## src/rtl/frtt_pkg.sv

```systemverilog
// Shared constants, widths and types for the fan ramp transition time unit.
// Used by every module in the rtl folder; it depends on nothing else.
`default_nettype none

package frtt_pkg;

	// Fraction bits of a curve power value.
	localparam int FRAC_BITS = 16;
	localparam int PW        = FRAC_BITS + 1;
	// Spin-up product widths: difference times spin-up time, then times 1000.
	localparam int PROD_W    = PW + 16;
	localparam int NUM_W     = PROD_W + 10;

	// Internal log/exp format has 30 fraction bits.
	localparam int QB        = 30;
	localparam logic [29:0] LN2_Q = 30'd744261118;
	// floor(2^34 / 25), used to form q * 2^30 / 100.
	localparam logic [29:0] DIV100_RECIP = 30'd687194767;

	// Cell counts of the three chains.
	localparam int N_SQ  = 30;
	localparam int N_TAY = 14;
	localparam int N_DIV = 30;

	// Reciprocals ceil(2^34 / k) for the series term division by k.
	localparam logic [34:0] TWO34 = 35'h4_0000_0000;
	localparam logic [34:0] TAY_RECIP [1:14] = '{
		TWO34,
		(TWO34 + 35'd1) / 35'd2,
		(TWO34 + 35'd2) / 35'd3,
		(TWO34 + 35'd3) / 35'd4,
		(TWO34 + 35'd4) / 35'd5,
		(TWO34 + 35'd5) / 35'd6,
		(TWO34 + 35'd6) / 35'd7,
		(TWO34 + 35'd7) / 35'd8,
		(TWO34 + 35'd8) / 35'd9,
		(TWO34 + 35'd9) / 35'd10,
		(TWO34 + 35'd10) / 35'd11,
		(TWO34 + 35'd11) / 35'd12,
		(TWO34 + 35'd12) / 35'd13,
		(TWO34 + 35'd13) / 35'd14
	};

	// Configuration register indexes.
	localparam logic [1:0] REG_SPIN_UP  = 2'd0;
	localparam logic [1:0] REG_EXPONENT = 2'd1;
	localparam logic [1:0] REG_COAST    = 2'd2;

	// Per-request control that travels beside the datapath.
	typedef struct packed {
		logic valid;
		logic spin;
		logic coast;
	} ctrl_t;

	// Total pipeline depth from acceptance to the output register.
	localparam int DEPTH = 68;

endpackage

`default_nettype wire

```

## src/rtl/frtt_div_cell.sv

```systemverilog
// One restoring division step: produces one quotient bit.
// Depends on frtt_pkg.
`default_nettype none

module frtt_div_cell import frtt_pkg::*; (
	input  logic        clk,
	input  logic [17:0] den_in,
	input  logic [17:0] rem_in,
	input  logic [29:0] nlo_in,
	input  logic [29:0] quot_in,
	output logic [17:0] den_out,
	output logic [17:0] rem_out,
	output logic [29:0] nlo_out,
	output logic [29:0] quot_out
);

	logic [18:0] r2;
	logic        ge;

	// Bring down the next numerator bit and try a subtraction.
	always_comb begin
		r2 = {rem_in, nlo_in[29]};
		ge = (r2 >= 19'(den_in));
	end

	always_ff @(posedge clk) begin
		den_out  <= den_in;
		nlo_out  <= {nlo_in[28:0], 1'b0};
		quot_out <= {quot_in[28:0], ge};
		if (ge) begin
			rem_out <= 18'(r2 - 19'(den_in));
		end else begin
			rem_out <= r2[17:0];
		end
	end

endmodule

`default_nettype wire

```

## config.mk

```make
export PLATFORM = sky130hd
export DESIGN_NAME = frtt_div_cell
export DESIGN_NICKNAME = d
export VERILOG_FILES = /design/src/rtl/frtt_pkg.sv /design/src/rtl/frtt_div_cell.sv
export SDC_FILE = /design/constraint.sdc
export NUM_CORES = 1
export LEC_CHECK = 0
export ABC_AREA = 1
export ABC_CLOCK_PERIOD_IN_PS = 3180
export BUFFER_PORTS_ARGS = -buffer_cell sky130_fd_sc_hd__buf_4
export CORE_ASPECT_RATIO = 0.75
export CORE_MARGIN = 2
export CORE_UTILIZATION = 30
export DETAILED_ROUTE_END_ITERATION = 8
export PLACE_DENSITY = 0.67
export SYNTH_ARGS = -nofsm -noshare
export SYNTH_HDL_FRONTEND = slang
export SYNTH_SLANG_ARGS = --single-unit
```

## constraint.sdc

```tcl
create_clock -name clk -period 3.18 [get_ports clk]
set_input_delay 0.318 -clock clk [delete_from_list [all_inputs] [get_ports clk]]
set_output_delay 0.318 -clock clk [all_outputs]
set_load 0.01 [all_outputs]
```

Word-level counts from Yosys, hierarchy flattened
Index checks and enable logic that the tools add are counted.
{"block": "word_totals", "register_bits": 95, "input_bits": 97, "output_inout_bits": 96, "wordCells": 7}
{"block": "op_classes", "addsub": 1, "n_lt_le_gt_ge": 1, "mux": 1}
{"operator": "$ge A19 B18 Y1", "n": 1}
{"operator": "$mux W18", "n": 1}
{"operator": "$sub A18 B18 Y18", "n": 1}

Longest topological paths before layout
Gate-level depths: netlist of run 1.
{"block": "depth", "depth_word": 2, "ltp_mapped": 14}

Least setup slack after synthesis of run 1
Ideal clock, no wire load.
{"block": "synth_path", "path_type": "input-to-reg", "startpoint": "input port nlo_in[29]", "endpoint": "register rem_out[12]", "setup_ps": 112, "arrival_ps": 1640, "required_ps": 3068, "path_slack_ps": 1428, "path_stages": 13, "cell_sequence": "inv_1 > ha_1 > inv_1 > fa_1 > nand2_1 > nand2_1 > and2_1 > nand2_1 > nand2_1 > nand2_1 > nand3b_1 > nand3_2 > nand2_1"}
{"block": "synth_between", "elab_chain_len": 2, "word_cells_on_any_way": 3, "cone_classes": "1 x add/sub; 1 x order compare; 1 x mux"}
{"element": "from (decl)", "line_no": "frtt_div_cell.sv:9", "text": "input logic [29:0] nlo_in,"}
{"element": "$sub A18 B18 Y18 or $ge A19 B18 Y1 (tied branches)", "line_no": "frtt_div_cell.sv:31, frtt_div_cell.sv:23"}
{"element": "$mux W18 (*)", "line_no": "frtt_div_cell.sv:30", "text": "if (ge) begin"}
{"element": "to (signal assigned)", "line_no": "frtt_div_cell.sv:31", "text": "rem_out <= 18'(r2 - 19'(den_in));"}
{"element": "to (signal assigned)", "line_no": "frtt_div_cell.sv:33", "text": "rem_out <= r2[17:0];"}
{"element": "to (decl)", "line_no": "frtt_div_cell.sv:12", "text": "output logic [17:0] rem_out,"}
Mark *: on every way between the ends. The rest lies on a longest branch, timed or not.

Worst setup path in the final report of run 1
{"block": "layout_path", "startpoint": "input port den_in[14]", "endpoint": "register rem_out[15]"}
{"block": "layout_between", "elab_chain_len": 2, "word_cells_on_any_way": 3, "cone_classes": "1 x add/sub; 1 x order compare; 1 x mux"}
{"element": "from (decl)", "line_no": "frtt_div_cell.sv:7", "text": "input logic [17:0] den_in,"}
{"element": "$sub A18 B18 Y18 or $ge A19 B18 Y1 (tied branches)", "line_no": "frtt_div_cell.sv:31, frtt_div_cell.sv:23"}
{"element": "$mux W18 (*)", "line_no": "frtt_div_cell.sv:30"}
Marked as above.

==> results of run 1 <==
-- final timing paths --
kind / from / to / slack [ps] / depth (start not counted)
setup / recovery: den_in[14] / rem_out[15] / 1160 / 9
hold / removal: quot_in[17] / quot_out[18] / 70 / 1
-- cell families (layout without fill, tap and decap cells) --
| family | Yosys count | in the layout | share of synthesized area, % |
|---|---|---|---|
| fa+ha+maj | 19 | 19 | 7.07 |
| flops | 95 | 95 | 54.8 |
| other cells | 1 | 1 | 0.108 |
| buf+inv | 56 | 258 | 6.92 |
| simple gates | 195 | 195 | 26.7 |
| xor+xnor | 8 | 8 | 2.02 |
| compound gates | 13 | 13 | 2.38 |
-- registers in the layout, summed over array words and instances, names as in the netlist --
register / count
rem_out: 18
den_out: 18
nlo_out: 29
quot_out: 30
-- layer usage --
metal,vias up,global-route usage [%],share of wire [%]
met5,-,0,0
met4,0,5.49,1.6
met3,11,5.07,7.7
met2,126,25.0,45
met1,1383,18.5,46
li1,1590,-,-
-- area by class of cell --
type	instances	share of cell area, %
Multi-Input combinational cell	236	25.0
Clock inverter	7	1.15
Inverter	51	3.60
Clock buffer	9	4.24
Sequential cell	95	35.8
Timing Repair Buffer	191	27.0
Tap cell	140	3.29
-- power by group --
part / switching (mW) / leakage, nW / internal [mW]
registers: 0.0257 / 0.802 / 1.29
logic: 0.296 / 1.87 / 0.293
clock network: 0.496 / 0.140 / 0.547
-- cells in the final DEF (no fill, tap or decap), types with 2 or more instances in the layout --
cell type / synthesis / layout
a21oi_1: 8 / 8
buf_4: 2 / 191
clkbuf_16: 0 / 9
dfxtp_1: 95 / 95
ha_1: 18 / 18
inv_1: 49 / 49
inv_2: 2 / 2
inv_6: 0 / 2
inv_8: 0 / 2
nand2_1: 106 / 106
nand2_2: 12 / 12
nand3_1: 27 / 27
nand3_2: 7 / 7
nand3b_1: 9 / 9
nor2_1: 20 / 20
nor2_2: 5 / 5
nor3_1: 2 / 2
xor2_1: 8 / 8
-- through the flow --
step / util (%) / setup WS, ps / hold WS, ps / power, mW
after global placement: 45.3 / 793 / 423 / 1.93
after detailed placement: 45.3 / 792 / 424 / 1.94
after floorplan: - / 1430 / 346 / 1.64
after CTS: 47.9 / 1140 / 61.0 / 2.99
after global routing: 47.9 / 949 / 55.4 / 3.10
final: 47.9 / 1160 / 72.1 / 2.94
==> flow_metrics.env, run 1 <==
export IMPL_hpwl_um=7660
export IMPL_holdBufCountCts=0
export IMPL_grt_pass1_wl_um=14800
export IMPL_cpPeakStageDelay_ps=530
export IMPL_cts_buffers=9
export IMPL_async_reset_ff_share_pct=0
export IMPL_synth_fp_nets=503
export IMPL_dp_cells=713
export IMPL_die_h_um=97.1
export IMPL_syn_inst=387
export IMPL_cap_viol_max_count=0
export IMPL_htree_levels=3
export IMPL_die_x_um=128
export IMPL_num_vias=3110
export IMPL_synthTopCellsByArea="dfxtp_1, nand2_1, ha_1, inv_1, nand3_1"
export IMPL_power_density_nw_per_um2=554
export IMPL_io_pins=193
export IMPL_ys_top_cells_by_count="nand2_1, dfxtp_1, inv_1"
export IMPL_crit_chain="buf_4 -> inv_1 -> ha_1 -> a21oi_1 -> nand2_1 -> a21oi_1 -> nand4_2 -> nand3_1 -> nand2_1"
export IMPL_seqCellArea_um2=1900
export IMPL_crit_family="simple AND/OR/NAND/NOR gates"
export IMPL_layout_area_overhead_vs_synth_pct=53.2
export IMPL_dieArea_um2=12500
export IMPL_final_cells=729
export IMPL_grt_overflow=0
export IMPL_worst_hold_path_type="in2reg"
export IMPL_fill_cells=1065
export IMPL_row_count=33
export IMPL_critical_path_class="in2reg"
export IMPL_wl_per_cell_um=13.0
export IMPL_rsz0062_at_grt="false"
export IMPL_n_antenna_cell=0
export IMPL_finalSetupViolations=0
export IMPL_wl_um=9460
export IMPL_gp_congestion=0.839
export IMPL_seq_area_frac_synth_pct=54.8
export IMPL_synth_top_flop_cell="dfxtp_1"
export IMPL_io_buffers=190
export IMPL_clockRootBuffer="clkbuf_16"
export IMPL_nets=700
export IMPL_worst_path_max_fanout=20
export IMPL_synth_top_cell_area_share_pct=54.8
export IMPL_cts_setup_buffers=0
export IMPL_ctsResizeCount=0
export IMPL_clock_sinks=95
export IMPL_path_clk_slew_ps=70
export IMPL_drive_above_1_share_pct=40.7
export IMPL_critPathRequiredTime_ps=3410
export IMPL_fmax_ghz=0.494
export IMPL_core_area_um2=11100
export IMPL_avgSynthCellArea_um2=8.97
export IMPL_status="completed"
export IMPL_final_area_um2=5320
export IMPL_synth_seq_cells=95
export IMPL_drt_iter0_drc=118
export IMPL_leakagePower_nw=2.82
export IMPL_drc=0
export IMPL_cp_arrival_ps=2250
export IMPL_fin_crit_sh_pct=63.7
export IMPL_grt_usage_pct=15.2
export IMPL_cp_slowest_cell="nand4_2"
export IMPL_multiInputGateArea_um2=1330
export IMPL_synth_area_um2=3470
export IMPL_finalSetupTns_ps=0
export IMPL_grt_pass1_vias=3052
export IMPL_start_util_pct=31.2
export IMPL_firstDrtPassIters=4
export IMPL_ctsLongestPathBuffers=2
export IMPL_synth_edff_count=0
export IMPL_drv_slew=0
export IMPL_yosysTopAreaCell="dfxtp_1"
export IMPL_antenna_left=0
export IMPL_ir_drop_v=0.000232
export IMPL_yosysMostFrequentCell="nand2_1"
export IMPL_synth_warnings=0
export IMPL_period_minus_slack_ps=2020
export IMPL_path_buf_inv=2
export IMPL_max_slew_worst_pin_slew_ps=641
export IMPL_synth_distinct_cells=30
export IMPL_cts_tree="yes"
export IMPL_crit_path_end_kind="flop"
export IMPL_finalHoldViolCount=0
export IMPL_slew_headroom_pct=57.2
export IMPL_crit_path_start_kind="input port"
export IMPL_grt_max_degree=21
export IMPL_antenna_found_initial=0
export IMPL_vias_per_cell=4.27
export IMPL_postPlaceCellArea_um2=5030
Power figures use the tool's default switching activity.
==> run 2: changes to the inputs <==
--- a/config.mk
+++ b/config.mk
@@ -6,7 +6,7 @@
 export NUM_CORES = 1
 export LEC_CHECK = 0
 export ABC_AREA = 1
-export ABC_CLOCK_PERIOD_IN_PS = 3180
+export ABC_CLOCK_PERIOD_IN_PS = 2100
 export BUFFER_PORTS_ARGS = -buffer_cell sky130_fd_sc_hd__buf_4
 export CORE_ASPECT_RATIO = 0.75
 export CORE_MARGIN = 2
==> constraint.sdc (replaced) <==
create_clock -name clk -period 2.1 [get_ports clk]
set_input_delay 0.21 -clock clk [delete_from_list [all_inputs] [get_ports clk]]
set_output_delay 0.21 -clock clk [all_outputs]
set_load 0.01 [all_outputs]
==> run 2 against run 1 <==
- non-clock buffer count is 77 higher
- wire length is 17% higher
- sequential cell count stayed put
- final cell count is 11% higher
- global-route usage is 2.7 points higher
- sequential power is 52% higher
- combinational power is 73% higher
- clock power is 53% higher
- sequential share of layout area is 4.5 points lower
- first-iteration DRC count is 19% lower
- hold slack better by 25 ps
- via count is 10% higher
- critical endpoint is now rem_out[16]
- largest cell class is now buffers
- highest routed layer unchanged
==> flow_metrics.env, run 2 (same netlist as run 1, synthesis figures left out) <==
export IMPL_grt_usage_pct=17.9
export IMPL_grt_pass1_vias=3452
export IMPL_p_total_mw=4.61
export IMPL_grt_pass1_wl_um=17400
export IMPL_clockRootBuffer="clkbuf_16"
export IMPL_dieArea_um2=12500
export IMPL_power_density_nw_per_um2=756
export IMPL_io_buffers=190
export IMPL_grt_max_degree=19
export IMPL_crit_path_end_kind="flop"
export IMPL_htree_levels=3
export IMPL_holdWs_ps=97.0
export IMPL_cp_common_cell="nand2_1"
export IMPL_largest_register="quot_out"
export IMPL_layout_common_cells="buf_4, nand2_1, dfxtp_1"
export IMPL_worst_hold_path_type="in2reg"
export IMPL_finalHoldViolCount=0
export IMPL_layout_area_overhead_vs_synth_pct=75.5
export IMPL_io_pins=193
export IMPL_antenna_left=0
export IMPL_worstHoldPathCells=3
export IMPL_start_util_pct=31.2
export IMPL_ctsResizeCount=0
export IMPL_num_vias=3420
export IMPL_grt_overflow=0
export IMPL_cp_arrival_ps=2030
export IMPL_cpPeakStageDelay_ps=390
export IMPL_antenna_found_initial=0
export IMPL_setup_slack_ps=355
export IMPL_die_h_um=97.1
export IMPL_fin_crit_sh_pct=83.1
export IMPL_dp_cells=714
export IMPL_drt_iter0_drc=95
export IMPL_final_common_cell="buf_4"
export IMPL_holdBufCountCts=76
export IMPL_slew_headroom_pct=37.9
export IMPL_final_cells=806
export IMPL_status="completed"
export IMPL_holdPathEnd="rem_out[8]"
export IMPL_n_antenna_cell=0
export IMPL_worst_path_max_fanout=4
export IMPL_nets=777
export IMPL_cts_buffers=9
export IMPL_gp_congestion=0.853
export IMPL_crit_chain="buf_4 -> inv_1 -> ha_1 -> inv_1 -> fa_1 -> nand2_1 -> nand2_1 -> and2_1 -> nand2_1 -> nand2_1 -> nand2_1 -> nand2_1 -> nand2_1 -> nand3_1 -> nand2_1"
export IMPL_ctsLongestPathBuffers=2
export IMPL_leakagePower_nw=3.14
export IMPL_finalSetupTns_ps=0
export IMPL_fmax_ghz=0.573
export IMPL_row_count=33
export IMPL_cts_tree="yes"
export IMPL_rsz0062_at_grt="false"
export IMPL_critical_path_class="in2reg"
export IMPL_largest_reg_flops=30
export IMPL_ir_drop_v=0.000365
export IMPL_hpwl_um=7660
export IMPL_clock_sinks=95
export IMPL_place_ws_ps=9.13
export IMPL_finalSetupViolations=0
export IMPL_vias_per_cell=4.24
export IMPL_cp_slowest_cell="fa_1"
export IMPL_max_slew_worst_pin_slew_ps=932
export IMPL_worstHoldStart="rem_in[7]"
export IMPL_core_area_um2=11100
export IMPL_drive_above_1_share_pct=36.2
export IMPL_top_regs="quot_out x30, nlo_out x29"
export IMPL_die_x_um=128
export IMPL_cap_viol_max_count=0
export IMPL_critPathRequiredTime_ps=2380
export IMPL_period_minus_slack_ps=1750
export IMPL_cts_setup_buffers=0
export IMPL_drv_slew=0
export IMPL_path_clk_slew_ps=70
export IMPL_firstDrtPassIters=4
export IMPL_wl_um=11100
export IMPL_drc=0
export IMPL_wl_per_cell_um=13.7
export IMPL_crit_path_start_kind="input port"
run 2: cell count changes in the layout (fill, tap and decap cells not counted), sizes merged:
cell | before | now
buf | 191 | 192
clkinv | 2 | 3
dlygate4sd3 | 0 | 76
inv | 55 | 54
run 2: worst max path at each step:
stage / from / slack (ps) / end
after CTS: den_in[13] / 360 / rem_out[10]
final: nlo_in[29] / 350 / rem_out[16]
after floorplan: nlo_in[29] / 460 / rem_out[12]
after global placement: den_in[15] / 30 / rem_out[14]
after global routing: den_in[9] / 140 / rem_out[11]
after detailed placement: den_in[9] / 9 / rem_out[10]
run 2: metal layers:
| metal | global-route usage (%) | part of all wire (%) | vias up |
|---|---|---|---|
| met5 | 0 | 0 | - |
| met4 | 5.33 | 1.9 | 0 |
| met3 | 6.72 | 8.3 | 18 |
| met2 | 30.6 | 48 | 128 |
| met1 | 20.7 | 42 | 1522 |
| li1 | - | - | 1752 |
run 2: power by group:
part | leakage [nW] | internal [mW] | switching [mW]
Clock | 0.141 | 0.830 | 0.762
Combinational | 2.20 | 0.539 | 0.481
Sequential | 0.802 | 1.95 | 0.0432
Total | 3.14 | 3.32 | 1.29
run 2: layout make-up:
| cell class | instances | area [um2] |
|---|---|---|
| fill | 968 | 5020 |
| timing repair buffer | 268 | 2200 |
| sequential | 95 | 1900 |
| multi-input combinational | 236 | 1330 |
| clock buffer | 9 | 225 |
| inverter | 51 | 191 |
| tap | 140 | 175 |
| clock inverter | 7 | 66.3 |
run 2: metrics by stage:
| step | util, % | area [um2] |
|---|---|---|
| after floorplan | - | 3470 |
| after global placement | 45.4 | 5040 |
| after detailed placement | 45.4 | 5040 |
| after CTS | 54.8 | 6090 |
| after global routing | 54.8 | 6090 |
| final | 54.8 | 6090 |
run 2: worst max-delay path, delay by kind of cell:
kind / cells / cell delay [ps]
and+or+nand+nor: 10 / 1010
adders and majority gates: 2 / 530
buffers and inverters: 3 / 270
